--- config.mk ---
export PLATFORM = sky130hd
export DESIGN_NAME = dihedral_pattern_equivalence
export DESIGN_NICKNAME = d
export VERILOG_FILES = /design/src/hw/rtl/dpe_pkg.sv /design/src/hw/rtl/dpe_prep.sv /design/src/hw/rtl/dpe_match.sv /design/src/hw/rtl/dihedral_pattern_equivalence.sv
export VERILOG_INCLUDE_DIRS = /design/src /design/src/hw/rtl
export SDC_FILE = /design/constraint.sdc
export NUM_CORES = 2
export LEC_CHECK = 0
export BUFFER_PORTS_ARGS = -buffer_cell sky130_fd_sc_hd__buf_4
export CORE_MARGIN = 1.5
export CORE_UTILIZATION = 55
export CTS_BUF_LIST = sky130_fd_sc_hd__clkbuf_16
export CTS_CLUSTER_DIAMETER = 50
export DETAILED_ROUTE_END_ITERATION = 8
export PLACE_DENSITY_LB_ADDON = 0.3
export SLEW_MARGIN = 30
export SYNTH_ARGS = -nofsm -noshare
export SYNTH_HDL_FRONTEND = slang
export SYNTH_SLANG_ARGS = --single-unit
export TNS_END_PERCENT = 5
--- constraint.sdc ---
create_clock -name clk -period 2.8 [get_ports clk]
set_input_delay 0.56 -clock clk [delete_from_list [all_inputs] [get_ports clk]]
set_output_delay 0.56 -clock clk [all_outputs]
set_load 0.005 [all_outputs]
--- src/hw/rtl/dihedral_pattern_equivalence_defines.svh ---
// ----------------------------------------------------------------------------
// Assertion macros for the dihedral pattern equivalence block
// Each macro checks a property on clk, disabled while arst_n is low.
// ----------------------------------------------------------------------------
`ifndef DIHEDRAL_PATTERN_EQUIVALENCE_DEFINES_SVH
`define DIHEDRAL_PATTERN_EQUIVALENCE_DEFINES_SVH

`ifndef ASSERT_OFF
`define DPE_ASSERT(label, ante, cons) \
	label: assert property (@(posedge clk) disable iff (!arst_n) (ante) |-> (cons)) \
		else $error("dpe assertion failed");
`define DPE_ASSERT_DLY(label, ante, dly, cons) \
	label: assert property (@(posedge clk) disable iff (!arst_n) (ante) |-> ##dly (cons)) \
		else $error("dpe latency assertion failed");
`else
`define DPE_ASSERT(label, ante, cons)
`define DPE_ASSERT_DLY(label, ante, dly, cons)
`endif

`endif

--- src/hw/rtl/dpe_pkg.sv ---
// ----------------------------------------------------------------------------
// Dihedral pattern equivalence package
// Widths and defaults shared by the modules of the block.
// ----------------------------------------------------------------------------
package dpe_pkg;

	localparam int PAT_W = 32;
	localparam int CFG_W = 6;
	localparam int MAX_LEN_DEFAULT = 32;
	localparam logic [CFG_W-1:0] LEN_RESET = CFG_W'(32);

endpackage

--- src/hw/rtl/dpe_prep.sv ---
// ----------------------------------------------------------------------------
// Pattern preparation stages
// Masks both patterns to the length, forms the doubled second pattern and
// the doubled mirror of the second pattern over three register stages.
// ----------------------------------------------------------------------------
module dpe_prep #(
	parameter int MAX_LEN = dpe_pkg::MAX_LEN_DEFAULT,
	parameter int LEN_W = $clog2(MAX_LEN + 1)
) (
	input  logic                        clk,
	input  logic                        arst_n,
	input  logic                        in_valid,
	input  logic [dpe_pkg::PAT_W-1:0]   first_pattern,
	input  logic [dpe_pkg::PAT_W-1:0]   second_pattern,
	input  logic [LEN_W-1:0]            len,
	output logic                        valid_s3,
	output logic [MAX_LEN-1:0]          a_s3,
	output logic [MAX_LEN-1:0]          mask_s3,
	output logic [2*MAX_LEN-1:0]        rot_s3,
	output logic [2*MAX_LEN-1:0]        ref_s3
);

	logic [MAX_LEN-1:0] a_ext;
	logic [MAX_LEN-1:0] b_ext;
	logic [MAX_LEN-1:0] mask;

	logic               valid_s1;
	logic [MAX_LEN-1:0] a_s1;
	logic [MAX_LEN-1:0] b_s1;
	logic [MAX_LEN-1:0] mask_s1;
	logic [LEN_W-1:0]   len_s1;

	logic [MAX_LEN-1:0]   b_rev;
	logic [MAX_LEN-1:0]   g_next;
	logic [2*MAX_LEN-1:0] rot_next;

	logic                 valid_s2;
	logic [MAX_LEN-1:0]   a_s2;
	logic [MAX_LEN-1:0]   mask_s2;
	logic [LEN_W-1:0]     len_s2;
	logic [MAX_LEN-1:0]   g_s2;
	logic [2*MAX_LEN-1:0] rot_s2;

	logic [MAX_LEN-1:0]   c_next;
	logic [2*MAX_LEN-1:0] ref_next;

	for (genvar i = 0; i < MAX_LEN; i++) begin : g_ext
		if (i < dpe_pkg::PAT_W) begin : g_in
			assign a_ext[i] = first_pattern[i];
			assign b_ext[i] = second_pattern[i];
		end else begin : g_zero
			assign a_ext[i] = 1'b0;
			assign b_ext[i] = 1'b0;
		end
		assign mask[i] = (LEN_W'(i) < len);
		assign b_rev[i] = b_s1[MAX_LEN-1-i];
	end

	always_ff @(posedge clk or negedge arst_n) begin
		if (!arst_n) begin
			valid_s1 <= 1'b0;
		end else begin
			valid_s1 <= in_valid;
		end
	end

	always_ff @(posedge clk) begin
		a_s1    <= a_ext & mask;
		b_s1    <= b_ext & mask;
		mask_s1 <= mask;
		len_s1  <= len;
	end

	// Reversed pattern aligned so that bit j holds position n-1-j.
	assign g_next   = b_rev >> (LEN_W'(MAX_LEN) - len_s1);
	assign rot_next = {{MAX_LEN{1'b0}}, b_s1} | ({{MAX_LEN{1'b0}}, b_s1} << len_s1);

	always_ff @(posedge clk or negedge arst_n) begin
		if (!arst_n) begin
			valid_s2 <= 1'b0;
		end else begin
			valid_s2 <= valid_s1;
		end
	end

	always_ff @(posedge clk) begin
		a_s2    <= a_s1;
		mask_s2 <= mask_s1;
		len_s2  <= len_s1;
		g_s2    <= g_next;
		rot_s2  <= rot_next;
	end

	// Mirror image: bit 0 holds position 0 and bit j holds position n-j.
	assign c_next   = ((g_s2 << 1) & mask_s2) | {{(MAX_LEN-1){1'b0}}, rot_s2[0]};
	assign ref_next = {{MAX_LEN{1'b0}}, c_next} | ({{MAX_LEN{1'b0}}, c_next} << len_s2);

	always_ff @(posedge clk or negedge arst_n) begin
		if (!arst_n) begin
			valid_s3 <= 1'b0;
		end else begin
			valid_s3 <= valid_s2;
		end
	end

	always_ff @(posedge clk) begin
		a_s3    <= a_s2;
		mask_s3 <= mask_s2;
		rot_s3  <= rot_s2;
		ref_s3  <= ref_next;
	end

endmodule

--- src/hw/rtl/dpe_match.sv ---
// ----------------------------------------------------------------------------
// Symmetry compare and reduce stages
// Compares the first pattern against every rotation and reflection window
// and reduces the hits to one flag over two register stages.
// ----------------------------------------------------------------------------
module dpe_match #(
	parameter int MAX_LEN = dpe_pkg::MAX_LEN_DEFAULT
) (
	input  logic                 clk,
	input  logic                 arst_n,
	input  logic                 valid_s3,
	input  logic [MAX_LEN-1:0]   a_s3,
	input  logic [MAX_LEN-1:0]   mask_s3,
	input  logic [2*MAX_LEN-1:0] rot_s3,
	input  logic [2*MAX_LEN-1:0] ref_s3,
	output logic                 valid_s5,
	output logic                 equivalent_s5
);

	logic [MAX_LEN-1:0] hit;
	logic               valid_s4;
	logic [MAX_LEN-1:0] hit_s4;

	for (genvar s = 0; s < MAX_LEN; s++) begin : g_shift
		logic rot_hit;
		logic ref_hit;
		assign rot_hit = ~|((rot_s3[s +: MAX_LEN] ^ a_s3) & mask_s3);
		assign ref_hit = ~|((ref_s3[s +: MAX_LEN] ^ a_s3) & mask_s3);
		assign hit[s]  = mask_s3[s] & (rot_hit | ref_hit);
	end

	always_ff @(posedge clk or negedge arst_n) begin
		if (!arst_n) begin
			valid_s4 <= 1'b0;
			valid_s5 <= 1'b0;
		end else begin
			valid_s4 <= valid_s3;
			valid_s5 <= valid_s4;
		end
	end

	always_ff @(posedge clk) begin
		hit_s4        <= hit;
		equivalent_s5 <= |hit_s4;
	end

endmodule

--- src/hw/rtl/dihedral_pattern_equivalence.sv ---
// ----------------------------------------------------------------------------
// Dihedral pattern equivalence check
// An accepted item passes the registers s1 to s5, and done is high while its
// verdict is shown on equivalent.
// Throughput: one item per cycle through five pipeline stages; busy stays low.
// Reset: arst_n clears all valid bits and sets the pattern length to 32.
// The receiver cannot stall, so results are never held back.
// ----------------------------------------------------------------------------
`include "dihedral_pattern_equivalence_defines.svh"

module dihedral_pattern_equivalence #(
	parameter int MAX_LEN = dpe_pkg::MAX_LEN_DEFAULT
) (
	input  logic                        clk,
	input  logic                        arst_n,
	input  logic                        cfg_wr_en,
	input  logic [dpe_pkg::CFG_W-1:0]   cfg_wr_data,
	input  logic                        start,
	output logic                        busy,
	input  logic [dpe_pkg::PAT_W-1:0]   first_pattern,
	input  logic [dpe_pkg::PAT_W-1:0]   second_pattern,
	output logic                        done,
	output logic                        equivalent
);

	localparam int LEN_W = $clog2(MAX_LEN + 1);
	localparam int LAT = 5;
	localparam logic [dpe_pkg::CFG_W:0] MAX_CFG = (dpe_pkg::CFG_W + 1)'(MAX_LEN);

	logic [LEN_W-1:0]     len_q;
	logic [LEN_W-1:0]     len_next;
	logic                 valid_s3;
	logic [MAX_LEN-1:0]   a_s3;
	logic [MAX_LEN-1:0]   mask_s3;
	logic [2*MAX_LEN-1:0] rot_s3;
	logic [2*MAX_LEN-1:0] ref_s3;

	// A length of zero acts as one and lengths above the maximum saturate.
	always_comb begin
		if (cfg_wr_data == '0) begin
			len_next = LEN_W'(1);
		end else if ({1'b0, cfg_wr_data} > MAX_CFG) begin
			len_next = LEN_W'(MAX_LEN);
		end else begin
			len_next = LEN_W'(cfg_wr_data);
		end
	end

	always_ff @(posedge clk or negedge arst_n) begin
		if (!arst_n) begin
			len_q <= (({1'b0, dpe_pkg::LEN_RESET}) > MAX_CFG) ? LEN_W'(MAX_LEN)
				: LEN_W'(dpe_pkg::LEN_RESET);
		end else if (cfg_wr_en) begin
			len_q <= len_next;
		end
	end

	assign busy = 1'b0;

	dpe_prep #(
		.MAX_LEN (MAX_LEN),
		.LEN_W   (LEN_W)
	) u_prep (
		.clk            (clk),
		.arst_n         (arst_n),
		.in_valid       (start & ~busy),
		.first_pattern  (first_pattern),
		.second_pattern (second_pattern),
		.len            (len_q),
		.valid_s3       (valid_s3),
		.a_s3           (a_s3),
		.mask_s3        (mask_s3),
		.rot_s3         (rot_s3),
		.ref_s3         (ref_s3)
	);

	dpe_match #(
		.MAX_LEN (MAX_LEN)
	) u_match (
		.clk           (clk),
		.arst_n        (arst_n),
		.valid_s3      (valid_s3),
		.a_s3          (a_s3),
		.mask_s3       (mask_s3),
		.rot_s3        (rot_s3),
		.ref_s3        (ref_s3),
		.valid_s5      (done),
		.equivalent_s5 (equivalent)
	);

	`DPE_ASSERT_DLY(a_start_done, start && !busy, LAT, done)
	`DPE_ASSERT(a_done_from_start, done, $past(start && !busy, LAT))
	`DPE_ASSERT(a_identity_match, done && $past(first_pattern == second_pattern, LAT), equivalent)

endmodule

==> impl_metrics.tcl <==
set metrics [dict create \
    outcome "complete, but fails checks" \
    violations "design-rule violations, negative setup slack" \
    cap_violations 0 \
    port_buffers 75 \
    period_share_pct 102 \
    rr_endpoint "u_match.hit_s4[2]" \
    hold_depth 2 \
    synth_cells 5833 \
    synth_nets 5908 \
    rows 110 \
    rrSetupSlack_ns -0.05 \
    skew_ns 0.0522 \
    p_comb_share_pct 51.4 \
    hpwl_mm 153 \
    area_growth_pct 12.6 \
    reg2regPathDepth 5 \
    core-area_mm2 0.0899 \
    drc 39 \
    p_sw_share_pct 46.8 \
    grt_max_degree 72 \
    synthSimpleGateAreaFrac_pct 9.37 \
    clock_latency_ns 0.64 \
    path_clk_slew_ns 0.06 \
    synth_top_cell_by_area "xor2_1" \
    finalMaxSlewViolations 0 \
    grt_use_total_pct 50.4 \
    drt_wl_total_mm 243 \
    via_per_inst 7.66 \
    finalHoldViolations 0 \
    pin_count 77 \
    drtIter0Drc 11100 \
    synthTopCellsByCount "xor2_1 (2049), a22oi_1 (1040), dfxtp_1 (487), clkbuf_1 (418), nand4_1 (276)" \
    wl_per_cell_um 35.5 \
    dpl_worst_slack_ns 0.377 \
    crit_path_max_fanout 12 \
    cts_hold_buf 2 \
    htreeDepth 2 \
    grt_pass1_wl_mm 350 \
    start_util_pct 55.4 \
    crit_path_start_kind "register" \
    numCtsBuffers 58 \
    async_flop_share_pct 2.21 \
    cts_tree "done" \
    setup_viol 1 \
    synthFlopType "dfxtp_1" \
    irDropWorstVdd_mv 0.591 \
    cts_resized 0 \
    synth_top_family_by_area "XOR/XNOR gates" \
    die_w_um 304 \
    num_vias 52400 \
    grt_pass1_vias 50800 \
    layout-drive-gt1-share_pct 15.8 \
    path_class "register to register" \
    dp_cells 6727 \
    crit_arrival_ns 3.42 \
    layout_min_cycle_time_ns 2.85 \
    first_pass_iters 9 \
    overflow 0 \
    synth.avg_cell_area_um2 8.53 \
    hold_class "primary input to register" \
    place.gp.congestion 1.07 \
    rsz0062_at_grt "no" \
    final_cells 6842 \
    max-slew-margin-rel_pct 26.0 \
    pwr-share-seq_pct 29.1 \
    pwr_density_cell_mw_per_mm2 679 \
    synth_xor_area_share_pct 36.2 \
    crit_start "u_prep.rot_s3[12]" \
    ys_ff_latch 498 \
    die_h_um 304 \
    p_int_uw 20200 \
    postLayoutSetupSlackWorst_ns -0.0529 \
    cp-end-kind "register" \
    critPathRequiredTime_ns 3.37 \
    min_to "u_prep.b_s1[20]" \
    clock_path_buffers 3 \
    synth_cell_type_count 88 \
    cts_root_buf "clkbuf_16" \
    dieArea_mm2 0.0923 \
    cts_sinks 498 \
    final_nets 5691 \
    synth_edf_count 0 \
    p_clk_share_pct 19.5 \
    synth_area_leaders "xor2_1 (36%), dfxtp_1 (20%), a22oi_1 (16%), mux4_2 (3.7%), nand4_1 (3.5%)" \
    synth.most_common_cell "xor2_1" \
    hp-start "second_pattern[20]" \
    synth_mux_area_share_pct 6.40 \
    worstMarginPinSlew_ns 1.11 \
    antenna_found_initial 5 \
    synth_fa_ha_area_share_pct 0.0252 \
    cts_setup_buffers 0 \
    fmax_mhz 351 \
    antenna_left 0 \
    p_leak_uw 0.0276 \
    synth_compound_area_share_pct 20.6 \
    syn_area_mm2 0.0497 \
    seq_area_frac_synth_pct 20.2 \
    ys_warn_count 0 \
    r2r_start "u_prep.rot_s3[12]" \
    synth_top_area_share_pct 36.1 \
    switchingPower_uw 17800 \
]
## cell type report
| type | count | area, um2 |
|---|---|---|
| multi-input cells | 4477 | 36200 |
| fillers | 7625 | 33900 |
| flip-flops and latches | 498 | 10200 |
| repair buffers | 546 | 6030 |
| clock buffers | 59 | 1480 |
| well taps | 1176 | 1470 |
| clock inverters | 48 | 467 |
| inverters | 35 | 131 |
| diodes | 3 | 7.51 |
## logic make-up after synthesis
logic type      count (synthesis)
fa+ha+maj                       1
other cells                     1
compound gates               1403
simple gates                  817
buf+inv                       858
flops                         498
mux                           200
xor+xnor                     2055
## critical path, cell delays in order, from the launching register on
cell and delay [ns]:
dfxtp_1 1.00, xor2_1 0.14, a22oi_1 0.21, nand4_1 0.32
nor4_1 0.91, o21a_1 0.19
## flip-flops by register name, summed over array words and instances, names as in the netlist, 6 cells and up
signal and cells:
u_prep.mask_s2 31, u_prep.g_s2 31, u_prep.mask_s3 32, u_prep.mask_s1 31, u_prep.ref_s3 63, u_prep.len_s2 6
u_prep.a_s1 32, u_prep.b_s1 32, u_prep.a_s3 32, u_prep.len_s1 6, u_prep.a_s2 32, u_prep.rot_s3 63
u_prep.rot_s2 63, u_match.hit_s4 32, len_q 6
## routing by layer
layer / up-vias / track usage [%] / share of wire (%)
met5: - / 1.40 / 0.046
met2: 5835 / 68.5 / 38
li1: 20300 / - / -
met3: 2093 / 25.1 / 18
met4: 8 / 35.6 / 9.7
met1: 24200 / 61.0 / 34
## power by group through the flow
stage          registers, uW  logic (uW)  clock network, uW
5_1_grt                10900       20300               7820
2_1_floorplan           8460       13800                  0
4_1_cts                10700       18400               7490
3_3_place_gp           10900       18000                  0
6_report               11100       19500               7430
3_5_place_dp           10900       18300                  0
## cells in the final DEF, fill, tap and decap left out, drive strengths merged, types with 7 or more instances in the layout
master / instances
a211oi: 13
buf: 544
nor2: 90
a21oi: 51
nand3: 13
nor4: 75
o211ai: 13
xor2: 2049
a31oi: 13
dfxtp: 487
nor3: 32
a21o: 12
a22oi: 1040
o221ai: 11
mux2i: 73
clkinv: 23
nor2b: 40
mux2: 39
o21ai: 70
o21a: 36
and4: 12
nand4b: 20
dfrtp: 10
clkbuf: 59
a22o: 7
nand4: 276
o22ai: 73
and2: 56
a221oi: 9
nand2: 156
o21bai: 9
mux4: 88
inv: 56
## worst max-delay path by stage
stage                               to  slack [ns]  cells after the start
CTS                 u_match.hit_s4[18]        0.35                      7
finish               u_match.hit_s4[2]       -0.05                      5
global route         u_match.hit_s4[2]        0.03                      5
floorplan              u_prep.g_s2[15]       -0.03                     14
detailed placement  u_match.hit_s4[18]        0.38                      7
global placement    u_match.hit_s4[18]        0.37                      7
## stage by stage
stage / total power [uW] / instance area [um2] / hold WS [ns] / setup TNS (ns) / util, %
floorplan: 22300 / 49800 / 0.264 / -0.0759 / -
finish: 38000 / 56000 / 0.119 / -0.0529 / 62.3
CTS: 36600 / 55900 / 0.0921 / 0 / 62.2
detailed placement: 29200 / 54000 / 0.312 / 0 / 60.0
global route: 39000 / 56000 / 0.106 / 0 / 62.3
global placement: 28800 / 53900 / 0.309 / 0 / 60.0
Power figures use the tool's default switching activity.
